===== src/rtl/core/ecp_pkg.sv =====
`timescale 1ns / 1ps

package ecp_pkg;

  localparam int IN_TDATA_W  = 128;
  localparam int OUT_TDATA_W = 144;

  localparam logic [1:0] POL_LRU = 2'd0;
  localparam logic [1:0] POL_LFU = 2'd1;
  localparam logic [1:0] POL_TTL = 2'd2;

  localparam logic [9:0] LRU_CLOCK_RES   = 10'd1000;
  localparam logic [7:0] LFU_COUNTER_MAX = 8'd255;

  typedef enum logic [3:0] {
    S_IDLE,
    S_SCORE,
    S_SCAN_RD,
    S_SCAN_CMP,
    S_SHIFT_RD,
    S_SHIFT_WR,
    S_INSERT,
    S_BEST_RD,
    S_DONE
  } state_t;

endpackage


===== src/rtl/core/ecp_score_unit.sv =====
`timescale 1ns / 1ps

module ecp_score_unit #(
  parameter int CLOCK_BITS = 24
) (
  input  logic                  clk,
  input  logic                  en,
  input  logic [1:0]            policy,
  input  logic [CLOCK_BITS-1:0] now_clock,
  input  logic [63:0]           sample_value,
  output logic [63:0]           score,
  output logic                  usable
);

  logic [CLOCK_BITS-1:0] stamp;
  logic [CLOCK_BITS-1:0] age;
  logic [63:0]           score_nxt;
  logic                  usable_nxt;
  logic [63:0]           score_r;
  logic                  usable_r;

  assign stamp = sample_value[CLOCK_BITS-1:0];

  // wrapped difference; the wrap path loses one tick
  always_comb begin
    age = now_clock - stamp;
    if (now_clock < stamp) begin
      age = age - CLOCK_BITS'(1);
    end
  end

  always_comb begin
    score_nxt  = '0;
    usable_nxt = 1'b1;
    case (policy)
      ecp_pkg::POL_LRU: score_nxt = 64'(age) * 64'(ecp_pkg::LRU_CLOCK_RES);
      ecp_pkg::POL_LFU: begin
        if (sample_value > 64'(ecp_pkg::LFU_COUNTER_MAX)) begin
          score_nxt = '0;
        end else begin
          score_nxt = 64'(ecp_pkg::LFU_COUNTER_MAX) - sample_value;
        end
      end
      ecp_pkg::POL_TTL: score_nxt = ~sample_value;
      default:          usable_nxt = 1'b0;
    endcase
  end

  always_ff @(posedge clk) begin
    if (en) begin
      score_r  <= score_nxt;
      usable_r <= usable_nxt;
    end
  end

  assign score  = score_r;
  assign usable = usable_r;

endmodule


===== src/rtl/core/eviction_candidate_pool_unit.sv =====
`timescale 1ns / 1ps

// Sorted eviction candidate pool. Each request carries one sampled key; its
// eviction score (LRU age x 1000, 255 - LFU counter, or ~expire time) is
// inserted into a pool of POOL_DEPTH entries kept in ascending order, and one
// result reports the slot, any displaced key, the fill level and the current
// best candidate. The pool lives in a single-port memory served by one score
// comparator and one copy path under a sequencer, one request at a time:
// an item whose policy code is unused skips the scan, a dropped sample is
// scanned but not stored, and otherwise the scan is followed by any shift of
// entries and then the insert, plus any wait for the output register. A
// finished result is held in an output register, so the next request is
// taken while it waits. No clearing pass after reset.
module eviction_candidate_pool_unit #(
  parameter int POOL_DEPTH = 16,
  parameter int CLOCK_BITS = 24,
  parameter int KEY_BITS   = 32
) (
  input  logic                               clk,
  input  logic                               rst_n,
  input  logic                               cfg_we,
  input  logic [1:0]                         cfg_wdata,
  input  logic                               in_tvalid,
  output logic                               in_tready,
  // key_handle[31:0], db_number[35:32], now_clock[59:36], sample_value[123:60]
  input  logic [ecp_pkg::IN_TDATA_W-1:0]     in_tdata,
  output logic                               out_tvalid,
  input  logic                               out_tready,
  // accepted[0], slot[4:1], displaced_valid[5], displaced_key[37:6],
  // fill_level[42:38], best_key[74:43], best_db[78:75], best_score[142:79]
  output logic [ecp_pkg::OUT_TDATA_W-1:0]    out_tdata
);

  localparam int IW = (POOL_DEPTH > 1) ? $clog2(POOL_DEPTH) : 1;
  localparam int CW = $clog2(POOL_DEPTH + 1);
  localparam int WW = 64 + KEY_BITS + 4;

  logic [WW-1:0] mem [POOL_DEPTH];
  logic [WW-1:0] rdata_r;
  logic          rd_en;
  logic [IW-1:0] rd_addr;
  logic          wr_en;
  logic [IW-1:0] wr_addr;
  logic [WW-1:0] wdata;

  ecp_pkg::state_t state_r, state_nxt;
  logic [1:0]          policy_r;
  logic [CW-1:0]       fill_r, fill_nxt;
  logic [CW-1:0]       idx_r, idx_nxt;
  logic [IW-1:0]       pos_r, pos_nxt;
  logic [IW-1:0]       ptr_r, ptr_nxt;
  logic                left_r, left_nxt;
  logic [KEY_BITS-1:0] key_r, key_nxt;
  logic [3:0]          db_r, db_nxt;
  logic [KEY_BITS-1:0] key0_r, key0_nxt;
  logic [KEY_BITS-1:0] dkey_r, dkey_nxt;
  logic                dvalid_r, dvalid_nxt;
  logic                acc_r, acc_nxt;
  logic                out_valid_r, out_valid_nxt;
  logic [ecp_pkg::OUT_TDATA_W-1:0] out_data_r, out_data_nxt;

  logic          in_acc;
  logic [63:0]   score;
  logic          usable;
  logic          full;
  logic          lt;
  logic [CW-1:0] idx_inc;
  logic          scan_done;
  logic [CW-1:0] k_w;
  logic          drop;
  logic [IW-1:0] ptr_adj;
  logic          shift_last;
  logic          out_free;
  logic [KEY_BITS-1:0] rd_key;
  logic [3:0]          rd_db;
  logic [63:0]         rd_score;

  assign in_tready = (state_r == ecp_pkg::S_IDLE);
  assign in_acc    = in_tvalid && in_tready;

  ecp_score_unit #(
    .CLOCK_BITS(CLOCK_BITS)
  ) u_score (
    .clk         (clk),
    .en          (in_acc),
    .policy      (policy_r),
    .now_clock   (CLOCK_BITS'(in_tdata[59:36])),
    .sample_value(in_tdata[123:60]),
    .score       (score),
    .usable      (usable)
  );

  assign rd_score = rdata_r[63:0];
  assign rd_key   = rdata_r[64 +: KEY_BITS];
  assign rd_db    = rdata_r[WW-1 -: 4];

  assign full       = (fill_r == CW'(POOL_DEPTH));
  assign lt         = (rd_score < score);
  assign idx_inc    = idx_r + CW'(1);
  assign scan_done  = !lt || (idx_inc == fill_r);
  assign k_w        = lt ? fill_r : idx_r;
  assign drop       = full && (k_w == '0);
  assign ptr_adj    = left_r ? (ptr_r + IW'(1)) : (ptr_r - IW'(1));
  assign shift_last = (ptr_adj == pos_r);
  assign out_free   = !out_valid_r || out_tready;

  // next state
  always_comb begin
    state_nxt = state_r;
    case (state_r)
      ecp_pkg::S_IDLE: begin
        if (in_acc) begin
          state_nxt = ecp_pkg::S_SCORE;
        end
      end
      ecp_pkg::S_SCORE: begin
        if (!usable) begin
          state_nxt = ecp_pkg::S_BEST_RD;
        end else if (fill_r == '0) begin
          state_nxt = ecp_pkg::S_INSERT;
        end else begin
          state_nxt = ecp_pkg::S_SCAN_RD;
        end
      end
      ecp_pkg::S_SCAN_RD: state_nxt = ecp_pkg::S_SCAN_CMP;
      ecp_pkg::S_SCAN_CMP: begin
        if (!scan_done) begin
          state_nxt = ecp_pkg::S_SCAN_RD;
        end else if (drop) begin
          state_nxt = ecp_pkg::S_BEST_RD;
        end else if (full) begin
          state_nxt = (k_w == CW'(1)) ? ecp_pkg::S_INSERT : ecp_pkg::S_SHIFT_RD;
        end else if (k_w < fill_r) begin
          state_nxt = ecp_pkg::S_SHIFT_RD;
        end else begin
          state_nxt = ecp_pkg::S_INSERT;
        end
      end
      ecp_pkg::S_SHIFT_RD: state_nxt = ecp_pkg::S_SHIFT_WR;
      ecp_pkg::S_SHIFT_WR: begin
        state_nxt = shift_last ? ecp_pkg::S_INSERT : ecp_pkg::S_SHIFT_RD;
      end
      ecp_pkg::S_INSERT:  state_nxt = ecp_pkg::S_BEST_RD;
      ecp_pkg::S_BEST_RD: state_nxt = ecp_pkg::S_DONE;
      ecp_pkg::S_DONE: begin
        if (out_free) begin
          state_nxt = ecp_pkg::S_IDLE;
        end
      end
      default: state_nxt = ecp_pkg::S_IDLE;
    endcase
  end

  // datapath and memory control
  always_comb begin
    fill_nxt      = fill_r;
    idx_nxt       = idx_r;
    pos_nxt       = pos_r;
    ptr_nxt       = ptr_r;
    left_nxt      = left_r;
    key_nxt       = key_r;
    db_nxt        = db_r;
    key0_nxt      = key0_r;
    dkey_nxt      = dkey_r;
    dvalid_nxt    = dvalid_r;
    acc_nxt       = acc_r;
    out_valid_nxt = out_valid_r && !out_tready;
    out_data_nxt  = out_data_r;
    rd_en         = 1'b0;
    rd_addr       = '0;
    wr_en         = 1'b0;
    wr_addr       = pos_r;
    wdata         = {db_r, key_r, score};
    case (state_r)
      ecp_pkg::S_IDLE: begin
        if (in_acc) begin
          key_nxt = KEY_BITS'(in_tdata[31:0]);
          db_nxt  = in_tdata[35:32];
        end
      end
      ecp_pkg::S_SCORE: begin
        idx_nxt    = '0;
        pos_nxt    = '0;
        dvalid_nxt = 1'b0;
        dkey_nxt   = '0;
        acc_nxt    = 1'b0;
      end
      ecp_pkg::S_SCAN_RD: begin
        rd_en   = 1'b1;
        rd_addr = idx_r[IW-1:0];
      end
      ecp_pkg::S_SCAN_CMP: begin
        if (idx_r == '0) begin
          key0_nxt = rd_key;
        end
        if (!scan_done) begin
          idx_nxt = idx_inc;
        end else if (!drop) begin
          if (full) begin
            pos_nxt    = IW'(k_w - CW'(1));
            ptr_nxt    = '0;
            left_nxt   = 1'b1;
            dvalid_nxt = 1'b1;
            dkey_nxt   = (idx_r == '0) ? rd_key : key0_r;
          end else begin
            pos_nxt  = IW'(k_w);
            ptr_nxt  = IW'(fill_r);
            left_nxt = 1'b0;
          end
        end
      end
      ecp_pkg::S_SHIFT_RD: begin
        rd_en   = 1'b1;
        rd_addr = ptr_adj;
      end
      ecp_pkg::S_SHIFT_WR: begin
        wr_en   = 1'b1;
        wr_addr = ptr_r;
        wdata   = rdata_r;
        ptr_nxt = ptr_adj;
      end
      ecp_pkg::S_INSERT: begin
        wr_en   = 1'b1;
        acc_nxt = 1'b1;
        if (!full) begin
          fill_nxt = fill_r + CW'(1);
        end
      end
      ecp_pkg::S_BEST_RD: begin
        rd_en   = (fill_r != '0);
        rd_addr = IW'(fill_r - CW'(1));
      end
      ecp_pkg::S_DONE: begin
        if (out_free) begin
          out_valid_nxt = 1'b1;
          out_data_nxt  = '0;
          out_data_nxt[0]     = acc_r;
          out_data_nxt[4:1]   = acc_r ? 4'(pos_r) : 4'd0;
          out_data_nxt[5]     = dvalid_r;
          out_data_nxt[37:6]  = 32'(dkey_r);
          out_data_nxt[42:38] = 5'(fill_r);
          if (fill_r != '0) begin
            out_data_nxt[74:43]  = 32'(rd_key);
            out_data_nxt[78:75]  = rd_db;
            out_data_nxt[142:79] = rd_score;
          end
        end
      end
      default: ;
    endcase
  end

  always_ff @(posedge clk) begin
    if (wr_en) begin
      mem[wr_addr] <= wdata;
    end
    if (rd_en) begin
      rdata_r <= mem[rd_addr];
    end
  end

  always_ff @(posedge clk) begin
    if (!rst_n) begin
      state_r     <= ecp_pkg::S_IDLE;
      policy_r    <= ecp_pkg::POL_LRU;
      fill_r      <= '0;
      out_valid_r <= 1'b0;
    end else begin
      state_r     <= state_nxt;
      fill_r      <= fill_nxt;
      out_valid_r <= out_valid_nxt;
      if (cfg_we) begin
        policy_r <= cfg_wdata;
      end
    end
  end

  always_ff @(posedge clk) begin
    idx_r      <= idx_nxt;
    pos_r      <= pos_nxt;
    ptr_r      <= ptr_nxt;
    left_r     <= left_nxt;
    key_r      <= key_nxt;
    db_r       <= db_nxt;
    key0_r     <= key0_nxt;
    dkey_r     <= dkey_nxt;
    dvalid_r   <= dvalid_nxt;
    acc_r      <= acc_nxt;
    out_data_r <= out_data_nxt;
  end

  assign out_tvalid = out_valid_r;
  assign out_tdata  = out_data_r;

  a_fill_bound: assert property (@(posedge clk) disable iff (!rst_n)
    fill_r <= CW'(POOL_DEPTH))
    else $error("pool fill count beyond depth");

  a_fill_monotonic: assert property (@(posedge clk) disable iff (!rst_n)
    1'b1 |=> fill_r >= $past(fill_r))
    else $error("pool fill count decreased");

  a_displace_full: assert property (@(posedge clk) disable iff (!rst_n)
    (state_r == ecp_pkg::S_DONE && dvalid_r) |-> full && acc_r)
    else $error("displacement without a full pool");

  a_insert_grows: assert property (@(posedge clk) disable iff (!rst_n)
    (state_r == ecp_pkg::S_INSERT && !full) |=> fill_r == $past(fill_r) + CW'(1))
    else $error("insert into partial pool did not grow fill");

endmodule

===== config.mk =====
export PLATFORM = sky130hd
export DESIGN_NAME = eviction_candidate_pool_unit
export DESIGN_NICKNAME = d
export VERILOG_FILES = /design/src/rtl/core/ecp_pkg.sv /design/src/rtl/core/ecp_score_unit.sv /design/src/rtl/core/eviction_candidate_pool_unit.sv
export SDC_FILE = /design/constraint.sdc
export NUM_CORES = 2
export LEC_CHECK = 0
export BUFFER_PORTS_ARGS = -buffer_cell sky130_fd_sc_hd__buf_2
export CORE_MARGIN = 3
export CORE_UTILIZATION = 45
export CTS_CLUSTER_DIAMETER = 100
export DETAILED_ROUTE_END_ITERATION = 8
export PLACE_DENSITY = 0.66
export REMOVE_ABC_BUFFERS = 1
export SYNTH_ARGS = -nofsm -noshare
export SYNTH_HDL_FRONTEND = slang
export SYNTH_SLANG_ARGS = --single-unit

===== constraint.sdc =====
create_clock -name clk -period 13.9 [get_ports clk]
set_clock_uncertainty 0.1 [all_clocks]
set_input_delay 1.39 -clock clk [delete_from_list [all_inputs] [get_ports clk]]
set_output_delay 1.39 -clock clk [all_outputs]
set_load 0.02 [all_outputs]

==> flow_summary.yaml <==
min_path:
  hold_path.class: "register to register"
  min_path_cells: 0
clock_network:
  clkTransAtPathRegs_ns: 0.06
  cts_tree: "yes"
  clkSinkCount: 2036
  cts_setup_buffers: 0
  clockBufferDepth: 3
  cts_buffers: 201
  worstSkewPairLatency_ns: 0.85
  cts_resized: 0
  cts-root-buf: "clkbuf_16"
  htree_levels: 4
  cts_hold_buf: 0
final_layout:
  fin_util: 0.512
  drive_gt1_frac: 0.111
  syn_to_final_growth_pct: 12.4
  final_area_mm2: 0.0981
  final_nets: 7413
placed_design:
  gp_congestion: 0.867
  pre_cts_ws_ns: 3.79
  portBuffers: 275
  dp_hpwl_um: 126000
  placed_area_mm2: 0.0917
floorplanning:
  rows: 160
  core_mm2: 0.191
  start_util: 0.456
  io_pins: 281
  fp.dieH_um: 446
  die_w_um: 446
  dieArea_mm2: 0.199
critical_path:
  cp_slowest_cell: "xor2_1"
  end_kind: "register"
  reg2regPathDepth: 11
  cp_max_fo: 6
  path_class: "input pin to register"
  start_kind: "input pin"
  required_ns: 14.37
  slowest_delay_ns: 0.60
  crit_arrival_ns: 9.75
power:
  p_total_mw: 21.4
  power_density_mw_per_mm2: 219
  p_leak_nw: 35.0
  ir_worst_vdd_v: 0.000325
detailed_routing:
  detail_route.wl_per_cell_um: 23.9
  final_antenna_net_count: 0
  first_pass_iters: 5
  viasPerCell: 5.76
  drcViolationCount: 0
  vias: 55955
  drt_iter0_markers: 5058
  totalWireLength_um: 232000
timing:
  worst_pin_slew_ns: 1.75
  fin_ws_ns: 4.62
  slew_viol_final: 117
  setup_viol: 0
  hold_viol_final: 0
  fmax_ghz: 0.108
  fin_crit_sh: 0.667
  fin_crit_ns: 9.28
  relSlewSlack: -0.170
  rsz0062_at_grt: "false"
status:
  violations: "slew limit"
  status: "finished, violations left"
grt:
  grt_overflow: 0
  grt_usage: 0.229
  grt_max_degree: 196
  antenna_found_initial: 8
  first_global_vias: 54367
  grt_pass1_wl_um: 343000
yosys:
  synthesis.area_mm2: 0.0872
  syn_inst: 6810
  yosys.area.top_type_share: 0.697
  avgSynthCellArea_um2: 12.8
  yosysSeqAreaShare: 0.700
  synth_cell_types: 73
  synth_edf_count: 2024
  yosysWarnings: 0
  ys_top_cells_by_area: "edfxtp_1 (70%), nand2_1 (7.9%), a311oi_1 (3.0%), nand3_1 (2.5%), ha_1 (2.4%)"
  async_reset_ff_frac: 0
  synthFlopType: "edfxtp_1"
  yosys.area.top_type: "edfxtp_1"
  yosys_register_bits: 2036
flow_run:
  maxCapViolations: 0
cells by family after synthesis:
| kind of cell | synth area share |
|---|---|
| flip-flops | 0.700 |
| multiplexers | 0.00555 |
| XOR/XNOR | 0.0102 |
| adder cells (fa/ha/maj) | 0.0428 |
| AND/OR/NAND/NOR | 0.144 |
| other | 0.0000430 |
| buffers and inverters | 0.0273 |
| AO/OA/AOI/OAI | 0.0706 |
power by group:
group          switching, mW  internal [mW]  total, mW  leakage (nW)
Combinational           5.13           3.02       8.15          13.5
Sequential             0.229           7.80       8.03          18.4
Clock                   2.31           2.94       5.26          3.07
Total                   7.67           13.8       21.4          35.0
synthesized netlist by cell type, types with 4 or more instances:
| cell | number |
|---|---|
| edfxtp_1 | 2024 |
| and2_1 | 48 |
| and3_1 | 207 |
| or2_2 | 7 |
| mux2i_1 | 9 |
| a311oi_1 | 303 |
| nand2_1 | 1840 |
| mux2_2 | 35 |
| o21a_1 | 15 |
| nor4b_1 | 4 |
| a22oi_1 | 4 |
| clkbuf_1 | 388 |
| fa_1 | 81 |
| nor2b_1 | 115 |
| inv_1 | 227 |
| nand4_1 | 23 |
| a221oi_1 | 4 |
| a211o_1 | 5 |
| dfxtp_1 | 12 |
| a21oi_1 | 199 |
| a41oi_1 | 4 |
| a31oi_1 | 107 |
| and4_1 | 4 |
| o221ai_1 | 9 |
| xnor2_1 | 72 |
| a211oi_1 | 16 |
| nor4_1 | 19 |
| nand3_1 | 428 |
| ha_1 | 167 |
| o22ai_1 | 13 |
| a21o_1 | 43 |
| buf_1 | 12 |
| a21boi_0 | 5 |
| xor2_1 | 30 |
| o21ai_0 | 129 |
| nor3_1 | 27 |
| nand2b_1 | 19 |
| nor2_1 | 98 |
critical path: cells and delay by family:
family	cells	cell delay [ns]
AO/OA/AOI/OAI	12	3.49
XOR/XNOR	2	0.90
adder cells (fa/ha/maj)	7	2.99
buffers and inverters	6	0.51
AND/OR/NAND/NOR	2	0.46
cell type report:
type	instances	area, um^2
Sequential cell	2036	61000
Inverter	227	852
Timing Repair Buffer	420	2610
Fill cell	16017	93300
Antenna cell	4	10.0
Multi-Input combinational cell	4144	24100
Clock buffer	255	5250
Clock inverter	120	1080
Tap cell	2511	3140
metrics by stage:
step                cells  TNS (ns)  hold slack, ns
floorplan            6407  -1682.60           0.300
global placement     9337         0           0.301
detailed placement   9337         0           0.305
CTS                  9712         0           0.316
global route         9715         0           0.319
finish               9717         0           0.311
sequential cells by signal (all words and copies together), names as in the netlist:
register and cells:
key_r 32, key0_r 32, dkey_r 32, state_r 4
out_tvalid 1, pos_r 4, db_r 4, left_r 1
fill_r 5, policy_r 2, rdata_r 100, acc_r 1
u_score.usable 1, out_tdata 143, u_score.score 64, dvalid_r 1
mem 1600, ptr_r 4, idx_r 5
final timing paths:
kind	from	slack (ns)	to
worst max-delay path	in_tdata[36]	4.62	u_score.score[32]
worst min-delay path	dkey_r[12]	0.31	out_tdata[18]
worst max register to register	state_r[2]	8.39	rdata_r[3]
worst min register to register	dkey_r[12]	0.31	out_tdata[18]
per-layer routing:
layer / global-route usage / vias up / share of wire
met4: 0.0914 / 0 / 0.040
met1: 0.300 / 27981 / 0.40
met2: 0.388 / 2269 / 0.49
met5: 0 / - / 0
li1: - / 25302 / -
met3: 0.0305 / 403 / 0.068
cell usage in the layout, fill, tap and decap left out, types with 38 or more instances in the layout:
cell and n:
clkinv_1 38, buf_4 132, and3_1 207, nand3_1 428, a21oi_1 197, fa_1 81, o21ai_0 123, clkbuf_16 202
a311oi_1 303, nor2b_1 114, buf_2 276, inv_1 226, ha_1 167, xnor2_1 72, a31oi_1 107, clkinv_2 39
clkbuf_1 53, a21o_1 42, edfxtp_1 2024, nor2_1 80, nand2_1 1839, and2_1 47
(Power assumes the default switching activity.)
